File: src/stt_pkg.sv
// Shared types, token kind codes and character classes for the source text tokenizer.
package stt_pkg;

  // Position counter width and the number of identifier bytes kept for keyword matching.
  localparam int unsigned POS_BITS      = 16;
  localparam int unsigned KW_CHARS      = 6;
  localparam int unsigned KW_IDX_W      = $clog2(KW_CHARS);
  localparam int unsigned KW_COUNT      = 6;
  localparam int unsigned KW_TEXT_CHARS = 6;

  // Result queue between the scanner and the output channel.
  localparam int unsigned FIFO_DEPTH = 4;
  localparam int unsigned FIFO_AW    = $clog2(FIFO_DEPTH);
  localparam int unsigned FIFO_CW    = $clog2(FIFO_DEPTH + 1);

  localparam logic [15:0] LEN_MAX = 16'hFFFF;

  // Token kinds.
  localparam logic [4:0] KIND_IDENT  = 5'd0;
  localparam logic [4:0] KIND_TYPE   = 5'd1;
  localparam logic [4:0] KIND_KW_IF  = 5'd2;
  localparam logic [4:0] KIND_INT    = 5'd8;
  localparam logic [4:0] KIND_SEMI   = 5'd9;
  localparam logic [4:0] KIND_LPAREN = 5'd10;
  localparam logic [4:0] KIND_RPAREN = 5'd11;
  localparam logic [4:0] KIND_LBRACE = 5'd12;
  localparam logic [4:0] KIND_RBRACE = 5'd13;
  localparam logic [4:0] KIND_LBRACK = 5'd14;
  localparam logic [4:0] KIND_RBRACK = 5'd15;
  localparam logic [4:0] KIND_COMMA  = 5'd16;
  localparam logic [4:0] KIND_PLUS   = 5'd17;
  localparam logic [4:0] KIND_STAR   = 5'd18;
  localparam logic [4:0] KIND_SLASH  = 5'd19;
  localparam logic [4:0] KIND_BANG   = 5'd20;
  localparam logic [4:0] KIND_AMP    = 5'd21;
  localparam logic [4:0] KIND_AT     = 5'd22;
  localparam logic [4:0] KIND_DOT    = 5'd23;
  localparam logic [4:0] KIND_LESS   = 5'd24;
  localparam logic [4:0] KIND_GREAT  = 5'd25;
  localparam logic [4:0] KIND_ASSIGN = 5'd26;
  localparam logic [4:0] KIND_EQUALS = 5'd27;
  localparam logic [4:0] KIND_MINUS  = 5'd28;
  localparam logic [4:0] KIND_ARROW  = 5'd29;
  localparam logic [4:0] KIND_EOF    = 5'd30;
  localparam logic [4:0] KIND_ERROR  = 5'd31;

  // Keyword spellings in order if, else, while, for, ret, struct, padded with zero bytes.
  localparam logic [7:0] KW_TEXT [KW_COUNT][KW_TEXT_CHARS] = '{
    '{8'h69, 8'h66, 8'h00, 8'h00, 8'h00, 8'h00},
    '{8'h65, 8'h6c, 8'h73, 8'h65, 8'h00, 8'h00},
    '{8'h77, 8'h68, 8'h69, 8'h6c, 8'h65, 8'h00},
    '{8'h66, 8'h6f, 8'h72, 8'h00, 8'h00, 8'h00},
    '{8'h72, 8'h65, 8'h74, 8'h00, 8'h00, 8'h00},
    '{8'h73, 8'h74, 8'h72, 8'h75, 8'h63, 8'h74}
  };
  localparam logic [2:0] KW_LEN [KW_COUNT] = '{3'd2, 3'd4, 3'd5, 3'd3, 3'd3, 3'd6};

  typedef logic [KW_CHARS-1:0][7:0] prefix_t;

  // One result item as it waits in the output queue.
  typedef struct packed {
    logic [4:0]  kind;
    logic [15:0] start;
    logic [15:0] length;
    logic        last;
  } token_t;

  function automatic logic is_upper(input logic [7:0] c);
    return (c >= 8'h41) && (c <= 8'h5a);
  endfunction

  function automatic logic is_alpha(input logic [7:0] c);
    return is_upper(c) || ((c >= 8'h61) && (c <= 8'h7a));
  endfunction

  function automatic logic is_digit(input logic [7:0] c);
    return (c >= 8'h30) && (c <= 8'h39);
  endfunction

  function automatic logic is_space(input logic [7:0] c);
    return (c == 8'h20) || (c == 8'h0a) || (c == 8'h09);
  endfunction

  // Single-character punctuation; returns a hit flag and the kind.
  function automatic logic [5:0] punct_lookup(input logic [7:0] c);
    logic [4:0] k;
    logic       hit;
    hit = 1'b1;
    case (c)
      8'h3b:   k = KIND_SEMI;
      8'h28:   k = KIND_LPAREN;
      8'h29:   k = KIND_RPAREN;
      8'h7b:   k = KIND_LBRACE;
      8'h7d:   k = KIND_RBRACE;
      8'h5b:   k = KIND_LBRACK;
      8'h5d:   k = KIND_RBRACK;
      8'h2c:   k = KIND_COMMA;
      8'h2b:   k = KIND_PLUS;
      8'h2a:   k = KIND_STAR;
      8'h2f:   k = KIND_SLASH;
      8'h21:   k = KIND_BANG;
      8'h26:   k = KIND_AMP;
      8'h40:   k = KIND_AT;
      8'h2e:   k = KIND_DOT;
      8'h3c:   k = KIND_LESS;
      8'h3e:   k = KIND_GREAT;
      default: begin
        k   = KIND_IDENT;
        hit = 1'b0;
      end
    endcase
    return {hit, k};
  endfunction

  // Kind of a finished identifier: type, keyword or plain identifier.
  function automatic logic [4:0] ident_kind(input prefix_t prefix, input logic [15:0] len,
                                            input logic upper);
    logic [4:0] k;
    logic       match;
    logic [7:0] ref_ch;
    k = KIND_IDENT;
    for (int w = KW_COUNT - 1; w >= 0; w--) begin
      match = (len == 16'(KW_LEN[w]));
      for (int i = 0; i < KW_CHARS; i++) begin
        ref_ch = (i < KW_TEXT_CHARS) ? KW_TEXT[w][i] : 8'h00;
        if (prefix[i] != ref_ch) match = 1'b0;
      end
      if (match) k = KIND_KW_IF + 5'(w);
    end
    if (upper) k = KIND_TYPE;
    return k;
  endfunction

endpackage

File: src/stt_if.sv
// Channel interfaces: source bytes in, tokens out.
interface stt_char_if;
  import stt_pkg::*;
  logic       valid;
  logic       ready;
  logic [7:0] char_code;

  modport source (output valid, output char_code, input ready);
  modport sink (input valid, input char_code, output ready);
endinterface

interface stt_token_if;
  import stt_pkg::*;
  logic        valid;
  logic        ready;
  logic [4:0]  token_kind;
  logic [15:0] token_start;
  logic [15:0] token_length;
  logic        last_of_step;

  modport source (output valid, output token_kind, output token_start, output token_length,
                  output last_of_step, input ready);
  modport sink (input valid, input token_kind, input token_start, input token_length,
                input last_of_step, output ready);
endinterface

File: src/source_text_tokenizer.sv
// Streaming tokenizer: scanner state machine with a small result queue.
//
//   channel   dir   payload                                            transfer
//   char_i    in    char_code                                          valid & ready
//   token_o   out   token_kind, token_start, token_length, last_of_step valid & ready
//
// One byte is scanned in the cycle it is transferred; its results enter a four-entry
// queue and appear on token_o in order, behind any results already waiting.
// A byte is taken every cycle while the queue holds at most two results, so a byte stream
// runs at one byte per cycle except where bytes that close a token give two results each
// and fill the queue faster than token_o drains it.
// A stall on token_o fills the queue and then holds char_i off.
// Reset clears the scanner to idle at position zero and empties the queue.
module source_text_tokenizer
  import stt_pkg::*;
(
  input  logic clk_i,
  input  logic rst_ni,
  stt_char_if.sink    char_i,
  stt_token_if.source token_o
);

  localparam logic [2:0] MODE_IDLE       = 3'd0;
  localparam logic [2:0] MODE_IDENT      = 3'd1;
  localparam logic [2:0] MODE_INT        = 3'd2;
  localparam logic [2:0] MODE_HOLD_EQ    = 3'd3;
  localparam logic [2:0] MODE_HOLD_MINUS = 3'd4;
  localparam logic [2:0] MODE_HALTED     = 3'd5;

  localparam logic [POS_BITS-1:0] POS_MAX = {POS_BITS{1'b1}};

  logic [2:0]          mode_q, mode_d;
  logic [POS_BITS-1:0] pos_q, pos_d, pos_inc;
  logic [15:0]         pstart_q, pstart_d;
  logic [15:0]         plen_q, plen_d, plen_inc;
  prefix_t             prefix_q, prefix_d;
  logic                upper_q, upper_d;

  token_t              fifo_q [FIFO_DEPTH];
  logic [FIFO_AW-1:0]  wptr_q, rptr_q;
  logic [FIFO_CW-1:0]  cnt_q;

  logic                in_xfer, out_xfer;
  logic [7:0]          c;
  logic [15:0]         pos16;
  logic                fall, has_new, hold_eq;
  logic [5:0]          punct;
  token_t              tok_new, res0, res1;
  logic [1:0]          n_res;

  assign in_xfer  = char_i.valid && char_i.ready;
  assign out_xfer = token_o.valid && token_o.ready;
  assign c        = char_i.char_code;
  assign pos16    = 16'(pos_q);
  assign pos_inc  = (pos_q == POS_MAX) ? pos_q : pos_q + 1'b1;
  assign plen_inc = (plen_q == LEN_MAX) ? plen_q : plen_q + 16'd1;
  assign punct    = punct_lookup(c);
  assign hold_eq  = (mode_q == MODE_HOLD_EQ);

  // Scanner: next state and up to two results for the byte in transfer.
  always_comb begin
    mode_d   = mode_q;
    pos_d    = pos_q;
    pstart_d = pstart_q;
    plen_d   = plen_q;
    prefix_d = prefix_q;
    upper_d  = upper_q;
    res0     = '0;
    res1     = '0;
    tok_new  = '0;
    n_res    = 2'd0;
    fall     = 1'b0;
    has_new  = 1'b0;

    if (in_xfer) begin
      // Close or extend whatever token is pending.
      unique case (mode_q) inside
        MODE_HALTED: begin
          if (c == 8'h00) begin
            mode_d = MODE_IDLE;
            pos_d  = '0;
          end else begin
            pos_d = pos_inc;
          end
        end
        MODE_IDENT: begin
          if (is_alpha(c) || c == 8'h5f || c == 8'h40) begin
            if (plen_q < 16'(KW_CHARS)) prefix_d[plen_q[KW_IDX_W-1:0]] = c;
            plen_d = plen_inc;
            pos_d  = pos_inc;
          end else begin
            res0  = '{kind: ident_kind(prefix_q, plen_q, upper_q), start: pstart_q,
                      length: plen_q, last: 1'b0};
            n_res = 2'd1;
            fall  = 1'b1;
          end
        end
        MODE_INT: begin
          if (is_digit(c)) begin
            plen_d = plen_inc;
            pos_d  = pos_inc;
          end else begin
            res0  = '{kind: KIND_INT, start: pstart_q, length: plen_q, last: 1'b0};
            n_res = 2'd1;
            fall  = 1'b1;
          end
        end
        MODE_HOLD_EQ, MODE_HOLD_MINUS: begin
          n_res  = 2'd1;
          mode_d = MODE_IDLE;
          if (c == (hold_eq ? 8'h3d : 8'h3e)) begin
            res0  = '{kind: hold_eq ? KIND_EQUALS : KIND_ARROW, start: pstart_q,
                      length: 16'd2, last: 1'b0};
            pos_d = pos_inc;
          end else begin
            res0 = '{kind: hold_eq ? KIND_ASSIGN : KIND_MINUS, start: pstart_q,
                     length: 16'd1, last: 1'b0};
            fall = 1'b1;
          end
        end
        default: fall = 1'b1;
      endcase

      // Start a new token, or give a single-byte or end-of-text result, once the byte falls through to idle.
      if (fall) begin
        mode_d = MODE_IDLE;
        if (c == 8'h00) begin
          tok_new = '{kind: KIND_EOF, start: pos16, length: 16'd0, last: 1'b0};
          has_new = 1'b1;
          pos_d   = '0;
        end else if (is_space(c)) begin
          pos_d = pos_inc;
        end else if (is_alpha(c) || c == 8'h5f) begin
          mode_d      = MODE_IDENT;
          pstart_d    = pos16;
          plen_d      = 16'd1;
          prefix_d    = '0;
          prefix_d[0] = c;
          upper_d     = is_upper(c);
          pos_d       = pos_inc;
        end else if (is_digit(c)) begin
          mode_d   = MODE_INT;
          pstart_d = pos16;
          plen_d   = 16'd1;
          pos_d    = pos_inc;
        end else if (c == 8'h3d || c == 8'h2d) begin
          mode_d   = (c == 8'h3d) ? MODE_HOLD_EQ : MODE_HOLD_MINUS;
          pstart_d = pos16;
          plen_d   = 16'd1;
          pos_d    = pos_inc;
        end else if (punct[5]) begin
          tok_new = '{kind: punct[4:0], start: pos16, length: 16'd1, last: 1'b0};
          has_new = 1'b1;
          pos_d   = pos_inc;
        end else begin
          tok_new = '{kind: KIND_ERROR, start: pos16, length: 16'd1, last: 1'b0};
          has_new = 1'b1;
          mode_d  = MODE_HALTED;
          pos_d   = pos_inc;
        end
      end

      if (has_new) begin
        if (n_res == 2'd0) begin
          res0 = tok_new;
        end else begin
          res1 = tok_new;
        end
        n_res = n_res + 2'd1;
      end

      // Mark the final result of this byte.
      if (n_res == 2'd1) res0.last = 1'b1;
      if (n_res == 2'd2) res1.last = 1'b1;
    end
  end

  // Scanner state.
  always_ff @(posedge clk_i or negedge rst_ni) begin
    if (!rst_ni) begin
      mode_q   <= MODE_IDLE;
      pos_q    <= '0;
      pstart_q <= '0;
      plen_q   <= '0;
      prefix_q <= '0;
      upper_q  <= 1'b0;
    end else begin
      mode_q   <= mode_d;
      pos_q    <= pos_d;
      pstart_q <= pstart_d;
      plen_q   <= plen_d;
      prefix_q <= prefix_d;
      upper_q  <= upper_d;
    end
  end

  // Result queue pointers and fill count.
  always_ff @(posedge clk_i or negedge rst_ni) begin
    if (!rst_ni) begin
      wptr_q <= '0;
      rptr_q <= '0;
      cnt_q  <= '0;
    end else begin
      wptr_q <= wptr_q + FIFO_AW'(n_res);
      if (out_xfer) rptr_q <= rptr_q + 1'b1;
      cnt_q <= cnt_q + FIFO_CW'(n_res) - FIFO_CW'(out_xfer);
    end
  end

  // Result queue storage.
  always_ff @(posedge clk_i) begin
    if (n_res != 2'd0) fifo_q[wptr_q] <= res0;
    if (n_res == 2'd2) fifo_q[wptr_q + 1'b1] <= res1;
  end

  assign char_i.ready          = (cnt_q <= FIFO_CW'(FIFO_DEPTH - 2));
  assign token_o.valid         = (cnt_q != '0);
  assign token_o.token_kind    = fifo_q[rptr_q].kind;
  assign token_o.token_start   = fifo_q[rptr_q].start;
  assign token_o.token_length  = fifo_q[rptr_q].length;
  assign token_o.last_of_step  = fifo_q[rptr_q].last;

endmodule

File: src/flat_wrapper.sv
// flat-port wrapper written by rule: the top's interface ports become plain ports
module source_text_tokenizer_flat import stt_pkg::*;
  (clk_i, rst_ni, char_i_valid, char_i_char_code, char_i_ready, token_o_valid, token_o_token_kind, token_o_token_start, token_o_token_length, token_o_last_of_step, token_o_ready);
  stt_char_if char_i_i ();
  stt_token_if token_o_i ();
  input  logic clk_i;
  input  logic rst_ni;
  input wire logic [$bits(char_i_i.valid)-1:0] char_i_valid;
  input wire logic [$bits(char_i_i.char_code)-1:0] char_i_char_code;
  output wire logic [$bits(char_i_i.ready)-1:0] char_i_ready;
  output wire logic [$bits(token_o_i.valid)-1:0] token_o_valid;
  output wire logic [$bits(token_o_i.token_kind)-1:0] token_o_token_kind;
  output wire logic [$bits(token_o_i.token_start)-1:0] token_o_token_start;
  output wire logic [$bits(token_o_i.token_length)-1:0] token_o_token_length;
  output wire logic [$bits(token_o_i.last_of_step)-1:0] token_o_last_of_step;
  input wire logic [$bits(token_o_i.ready)-1:0] token_o_ready;
  assign char_i_i.valid = char_i_valid;
  assign char_i_i.char_code = char_i_char_code;
  assign char_i_ready = char_i_i.ready;
  assign token_o_valid = token_o_i.valid;
  assign token_o_token_kind = token_o_i.token_kind;
  assign token_o_token_start = token_o_i.token_start;
  assign token_o_token_length = token_o_i.token_length;
  assign token_o_last_of_step = token_o_i.last_of_step;
  assign token_o_i.ready = token_o_ready;
  source_text_tokenizer u_core (.clk_i(clk_i), .rst_ni(rst_ni), .char_i(char_i_i), .token_o(token_o_i));
endmodule
File: config.mk
export PLATFORM = sky130hd
export DESIGN_NAME = source_text_tokenizer_flat
export DESIGN_NICKNAME = d
export VERILOG_FILES = /design/src/stt_pkg.sv /design/src/stt_if.sv /design/src/source_text_tokenizer.sv /design/src/flat_wrapper.sv
export SDC_FILE = /design/constraint.sdc
export NUM_CORES = 1
export LEC_CHECK = 0
export BUFFER_PORTS_ARGS = -buffer_cell sky130_fd_sc_hd__clkbuf_2
export CAP_MARGIN = 20
export CORE_MARGIN = 2
export CORE_UTILIZATION = 67
export CTS_CLUSTER_SIZE = 30
export DETAILED_ROUTE_END_ITERATION = 10
export PLACE_DENSITY = 0.92
export SLEW_MARGIN = 20
export SYNTH_ARGS = -nofsm -noshare
export SYNTH_HDL_FRONTEND = slang
export SYNTH_SLANG_ARGS = --single-unit
File: constraint.sdc
create_clock -name clk_i -period 11.3 [get_ports clk_i]
set_clock_uncertainty 0.1 [all_clocks]
set_input_delay 3.39 -clock clk_i [delete_from_list [all_inputs] [get_ports clk_i]]
set_output_delay 3.39 -clock clk_i [all_outputs]
set_load 0.01 [all_outputs]
# ---- Word level (Yosys, flattened, before mapping)
# Memory sizes are Yosys's and may differ from the RTL's.
# Cells that the tools add are included.
dict set report classes {
  reduce_logical 29
  eq_ne 65
  magnitude_cmp 10
  add_sub_neg 8
  bitwise_logic 2
  mux 148
}
# op count
set op_table {}
lappend op_table {{$mux W38} 15}
lappend op_table {{$mux W48} 7}
lappend op_table {{$mux W16} 18}
lappend op_table {{$ne A8 B7 Y1 const B} 22}
lappend op_table {{$eq A8 B6 Y1 const B} 15}
lappend op_table {{$pmux W38 S3} 1}
lappend op_table {{$pmux W5 S17} 1}
lappend op_table {{$mux W1} 74}
lappend op_table {{$pmux W16 S4} 1}
lappend op_table {{$mux W3} 18}
lappend op_table {{$bwmux W48} 1}
lappend op_table {{$eq A16 B3 Y1 const B} 3}
lappend op_table {{$eq A8 B7 Y1 const B} 6}
lappend op_table {{$mux W37} 1}
lappend op_table {{$add A16 B1 Y16 const B} 2}
lappend op_table {{$eq A16 B16 Y1 const B} 2}
lappend op_table {{$eq A16 B2 Y1 const B} 2}
lappend op_table {{$pmux W16 S2} 1}
lappend op_table {{$reduce_bool A8 Y1} 4}
lappend op_table {{$demux W8 S3} 1}
lappend op_table {{$reduce_or A17 Y1} 1}
lappend op_table {{$eq A8 B4 Y1 const B} 2}
lappend op_table {{$ge A8 B7 Y1 const B} 2}
lappend op_table {{$le A8 B7 Y1 const B} 2}
lappend op_table {{other kinds (34)} 60}
dict set report totals {
  word_cells 277
  mem_bits_rw 152
  input_bits 12
  n_memories 1
  out_inout_bits 40
  ff_bits 107
}
# memory words width rd rd_ports_with_merged_regs write_ports line_no
set memory_table {}
lappend memory_table {u_core.fifo_q 4 38 1 0 2 source_text_tokenizer.sv:39} ;# token_t fifo_q [FIFO_DEPTH];

# ---- Longest topological paths before layout
dict set report depth {
  ltp_word 23
  depth_mapped 15
  mapped_depth_nobuf 12
}

# ---- Worst setup path after synthesis
# OpenSTA, ideal clock, no wires.
dict set report synth_timing {
  path_type {input -> register}
  from {in char_i_char_code[6]}
  to {mem u_core.fifo_q[0][0] in the netlist's numbering (enable)}
  arrival_time_ns 6.739
  n_path_buf 4
  required_time_ns 10.782
  path_slack_ns 4.042
  stages 13
  setup_ns 0.418
  path_cell_list {buf_6 and4bb_4 nand3_1 o311a_4 o211ai_4 inv_1 ha_1 clkbuf_1 o21ai_1 or3_1 clkbuf_1 clkbuf_1 nand2_1}
}
# item line_no
set synth_rtl {}
lappend synth_rtl {{start: declaration} flat_wrapper.sv:9} ;# input wire logic [$bits(char_i_i.char_code)-1:0] char_i_char_code;
lappend synth_rtl {{end: declaration} source_text_tokenizer.sv:39}

==> results.cfg <==
[status]
outcome = complete, no violations

[synth]
synth_cell_types = 95
yosysSeqAreaShare_pct = 50.7
postSynthCellCount = 1186
syn_area_per_cell_um2 = 11.0
syn-cell-area_mm2 = 0.0131
synthArstFlopShare_pct = 41.3
synth-edff-count = 92
synth_seq_cells = 259
synthesis.nets = 1210
yosysWarnings = 0
synthFlopType = dfrtp_1

[hold_path]
min_path_cells = 2
worstHoldPathType = register to register
worstHoldStart = u_core.fifo_q[3][6]$_SDFFE_PP0P_
hold-path-endpoint = u_core.fifo_q[3][6]$_SDFFE_PP0P_

[detailed_routing]
ant_nets = 0
drc = 0
routed_via_density = 7.36
wire_per_inst_um = 24.4
drt_wl_total_um = 35700
first_pass_iters = 8
vias = 10800
drtIter0Drc = 1482

[grt]
first_global_vias = 10300
grt_usage_pct = 34.7
overflow = 0
antenna_found_initial = 0
grt_max_degree = 81
grt_pass1_wl_um = 56100

[power]
irDropWorstVdd_mv = 0.132
power_leakage_uw = 0.00536
p_per_area_mw_per_mm2 = 203

[worst_setup_path]
cp.buffers_inverters = 2
worstPathArrival_ps = 8100
cp.required_ps = 11340
cpPeakStageDelay_ps = 1230
critical_path_class = input port to register
crit_path_end_kind = register
r2r.worst_path.cells = 9
reg2reg_to = u_core.fifo_q[2][31]$_DFFE_PP_
r2r_start = u_core.mode_q[2]$_DFFE_PN0P_
cp_max_fo = 24
worstPathCellList = clkbuf_2 -> nand3_1 -> o2111a_2 -> o32a_4 -> o211ai_4 -> inv_1 -> ha_1 -> nor2_1 -> nand4_1 -> nand2_1
r2r_setup_slack_ps = 6200
critPathSlowestCell = nand2_1
critPathLaunchType = input port
critPathTopFamily = simple AND/OR/NAND/NOR gates

[place]
dpl.cell_count = 1419
postPlaceCellArea_mm2 = 0.0133
place_hpwl_um = 21600
dp_slack_ps = 2950
port_buffers = 51
gp_congestion = 0.950

[run]
drv_cap = 0

[sta]
setup_viol = 0
period_share_pct = 71.3
fin_setup_tns_ps = 0
fin_crit_ps = 8060
timing.slew.headroom_pct = 21.2
holdWs_ps = 376
max_freq_mhz = 124
fin_ws_ps = 3240
rsz0062_at_grt = false
drv_slew = 0
hold_viol = 0
tightest_slew_ps = 1170

[clock_tree]
postCtsSetupBuffers = 0
clockBufferDepth = 3
clk_latency_ps = 540
cts_num_sinks = 259
root_buffer = clkbuf_16
ctsHoldBuffers = 0
postCtsResizedCells = 0
cts_made_buffers = 25
h-tree-depth = 1
cts_tree = built
clk_pin_slew_ps = 60

[die]
start_util_pct = 67.7
die_w_um = 144
core_region_area_mm2 = 0.0193
dieHeight_um = 144
io_pins = 52
die_area_mm2 = 0.0207
std_cell_rows = 51

[finish]
fill_cells = 1217
final-seq-area_mm2 = 0.00664
diodes = 0
multi_input_comb_area_mm2 = 0.00595
final_area_mm2 = 0.0141
area_growth_pct = 7.81
drive_gt1_share_pct = 17.1
nNetsFinal = 1206
fin_cells = 1466
## worst register-to-register path, delay by kind of cell (launching register included)
kind / cells / cell delay, ps
AO/OA/AOI/OAI: 2 / 810
adder cells (fa/ha/maj): 1 / 430
AND/OR/NAND/NOR: 4 / 2540
flip-flops: 1 / 530
buffers and inverters: 2 / 300
## cell type report
class,instances,share of cell area (%)
clock inverters,7,0.328
flip-flops and latches,259,47.1
well taps,265,2.35
repair buffers,64,2.53
clock buffers,39,5.03
inverters,21,0.558
multi-input cells,811,42.2
## routing by layer
layer	wire (um)	global-route usage, %
met1	12700	46.7
met2	16500	54.2
met3	4830	9.40
met4	1620	13.5
met5	0	0
## layout by cell type, fill, tap and decap left out, types with 11 or more instances in the layout
cell type / count
inv_1: 20
dfxtp_1: 60
a21oi_1: 20
nand2_1: 88
and3_1: 14
dfrtp_1: 106
nand3_1: 98
edfxtp_1: 92
nor4_1: 14
o22ai_1: 18
nor3_1: 26
clkbuf_2: 52
nand2b_1: 15
buf_4: 12
a22o_1: 73
a31oi_1: 14
mux2_2: 13
clkbuf_16: 25
o21ai_0: 93
xor2_1: 11
nand4_1: 22
nor2_1: 51
mux4_2: 38
ha_1: 11
and2_1: 12
## worst max path at each step
stage / start / to / slack [ps] / cells past startpoint
2_1_floorplan: char_i_char_code[6] / u_core.fifo_q[0][0]$_DFFE_PP_ / 4040 / 13
3_3_place_gp: char_i_char_code[2] / u_core.fifo_q[0][24]$_DFFE_PP_ / 3260 / 10
3_5_place_dp: char_i_char_code[2] / u_core.fifo_q[0][26]$_DFFE_PP_ / 2950 / 10
4_1_cts: char_i_char_code[2] / u_core.fifo_q[0][20]$_DFFE_PP_ / 3400 / 10
5_1_grt: char_i_char_code[2] / u_core.fifo_q[2][23]$_DFFE_PP_ / 3200 / 10
6_report: char_i_char_code[1] / u_core.fifo_q[2][31]$_DFFE_PP_ / 3240 / 10
## registers in the layout, indices dropped and copies added (netlist names)
signal,count
u_core.cnt_q,3
u_core.mode_q,3
u_core.pos16,16
u_core.plen_q,16
u_core.pstart_q,16
u_core.upper_q,1
u_core.rptr_q,2
u_core.wptr_q,2
u_core.prefix_q,48
u_core.fifo_q,152
## stage by stage
stage          power (uW)  utilization (%)
4_1_cts              2840             72.9
3_5_place_dp         2050             69.0
2_1_floorplan        1800                -
3_3_place_gp         2000             69.0
5_1_grt              2980             73.0
6_report             2870             73.0
## cells in the mapped netlist (9+ instances only)
cell       count  area share [%]
buf_2         13            0.50
a31oi_1       14            0.67
o21ai_0       93             3.6
nor2_1        55             1.6
nand4_1       22             1.1
a21oi_1       20            0.76
mux4_2        38             6.5
nor3_1        26            0.99
a22o_1        73             4.9
inv_1         20            0.57
xor2_1        11            0.74
ha_1          11             1.1
clkbuf_1      62             1.8
dfrtp_1      107              20
mux2_2        13             1.1
nor4_1        14            0.67
o22ai_1       18            0.86
or3_1         10            0.48
and2_1        12            0.57
edfxtp_1      92              21
mux2_4         9             1.0
and3_1        14            0.67
o2bb2ai_1     10            0.67
nand2_1       91             2.6
buf_1          9            0.26
dfxtp_1       60             9.2
nand2b_1      15            0.72
nand3_1       98             3.7
## where the power goes
group          switching, uW  internal, uW  total, uW
Sequential               127          1080       1210
Combinational            540           328        869
Clock                    359           433        792
## cells by family (layout without fill, tap and decap cells)
logic type      after synthesis  in the layout  share of synthesized area (%)
compound gates              306            306                           17.2
xor+xnor                     17             17                           1.14
fa+ha+maj                    12             12                           1.20
buf+inv                     116            131                           3.97
flops                       259            259                           50.7
mux                          62             62                           8.84
simple gates                414            414                           16.9
Power figures use the tool's default switching activity.
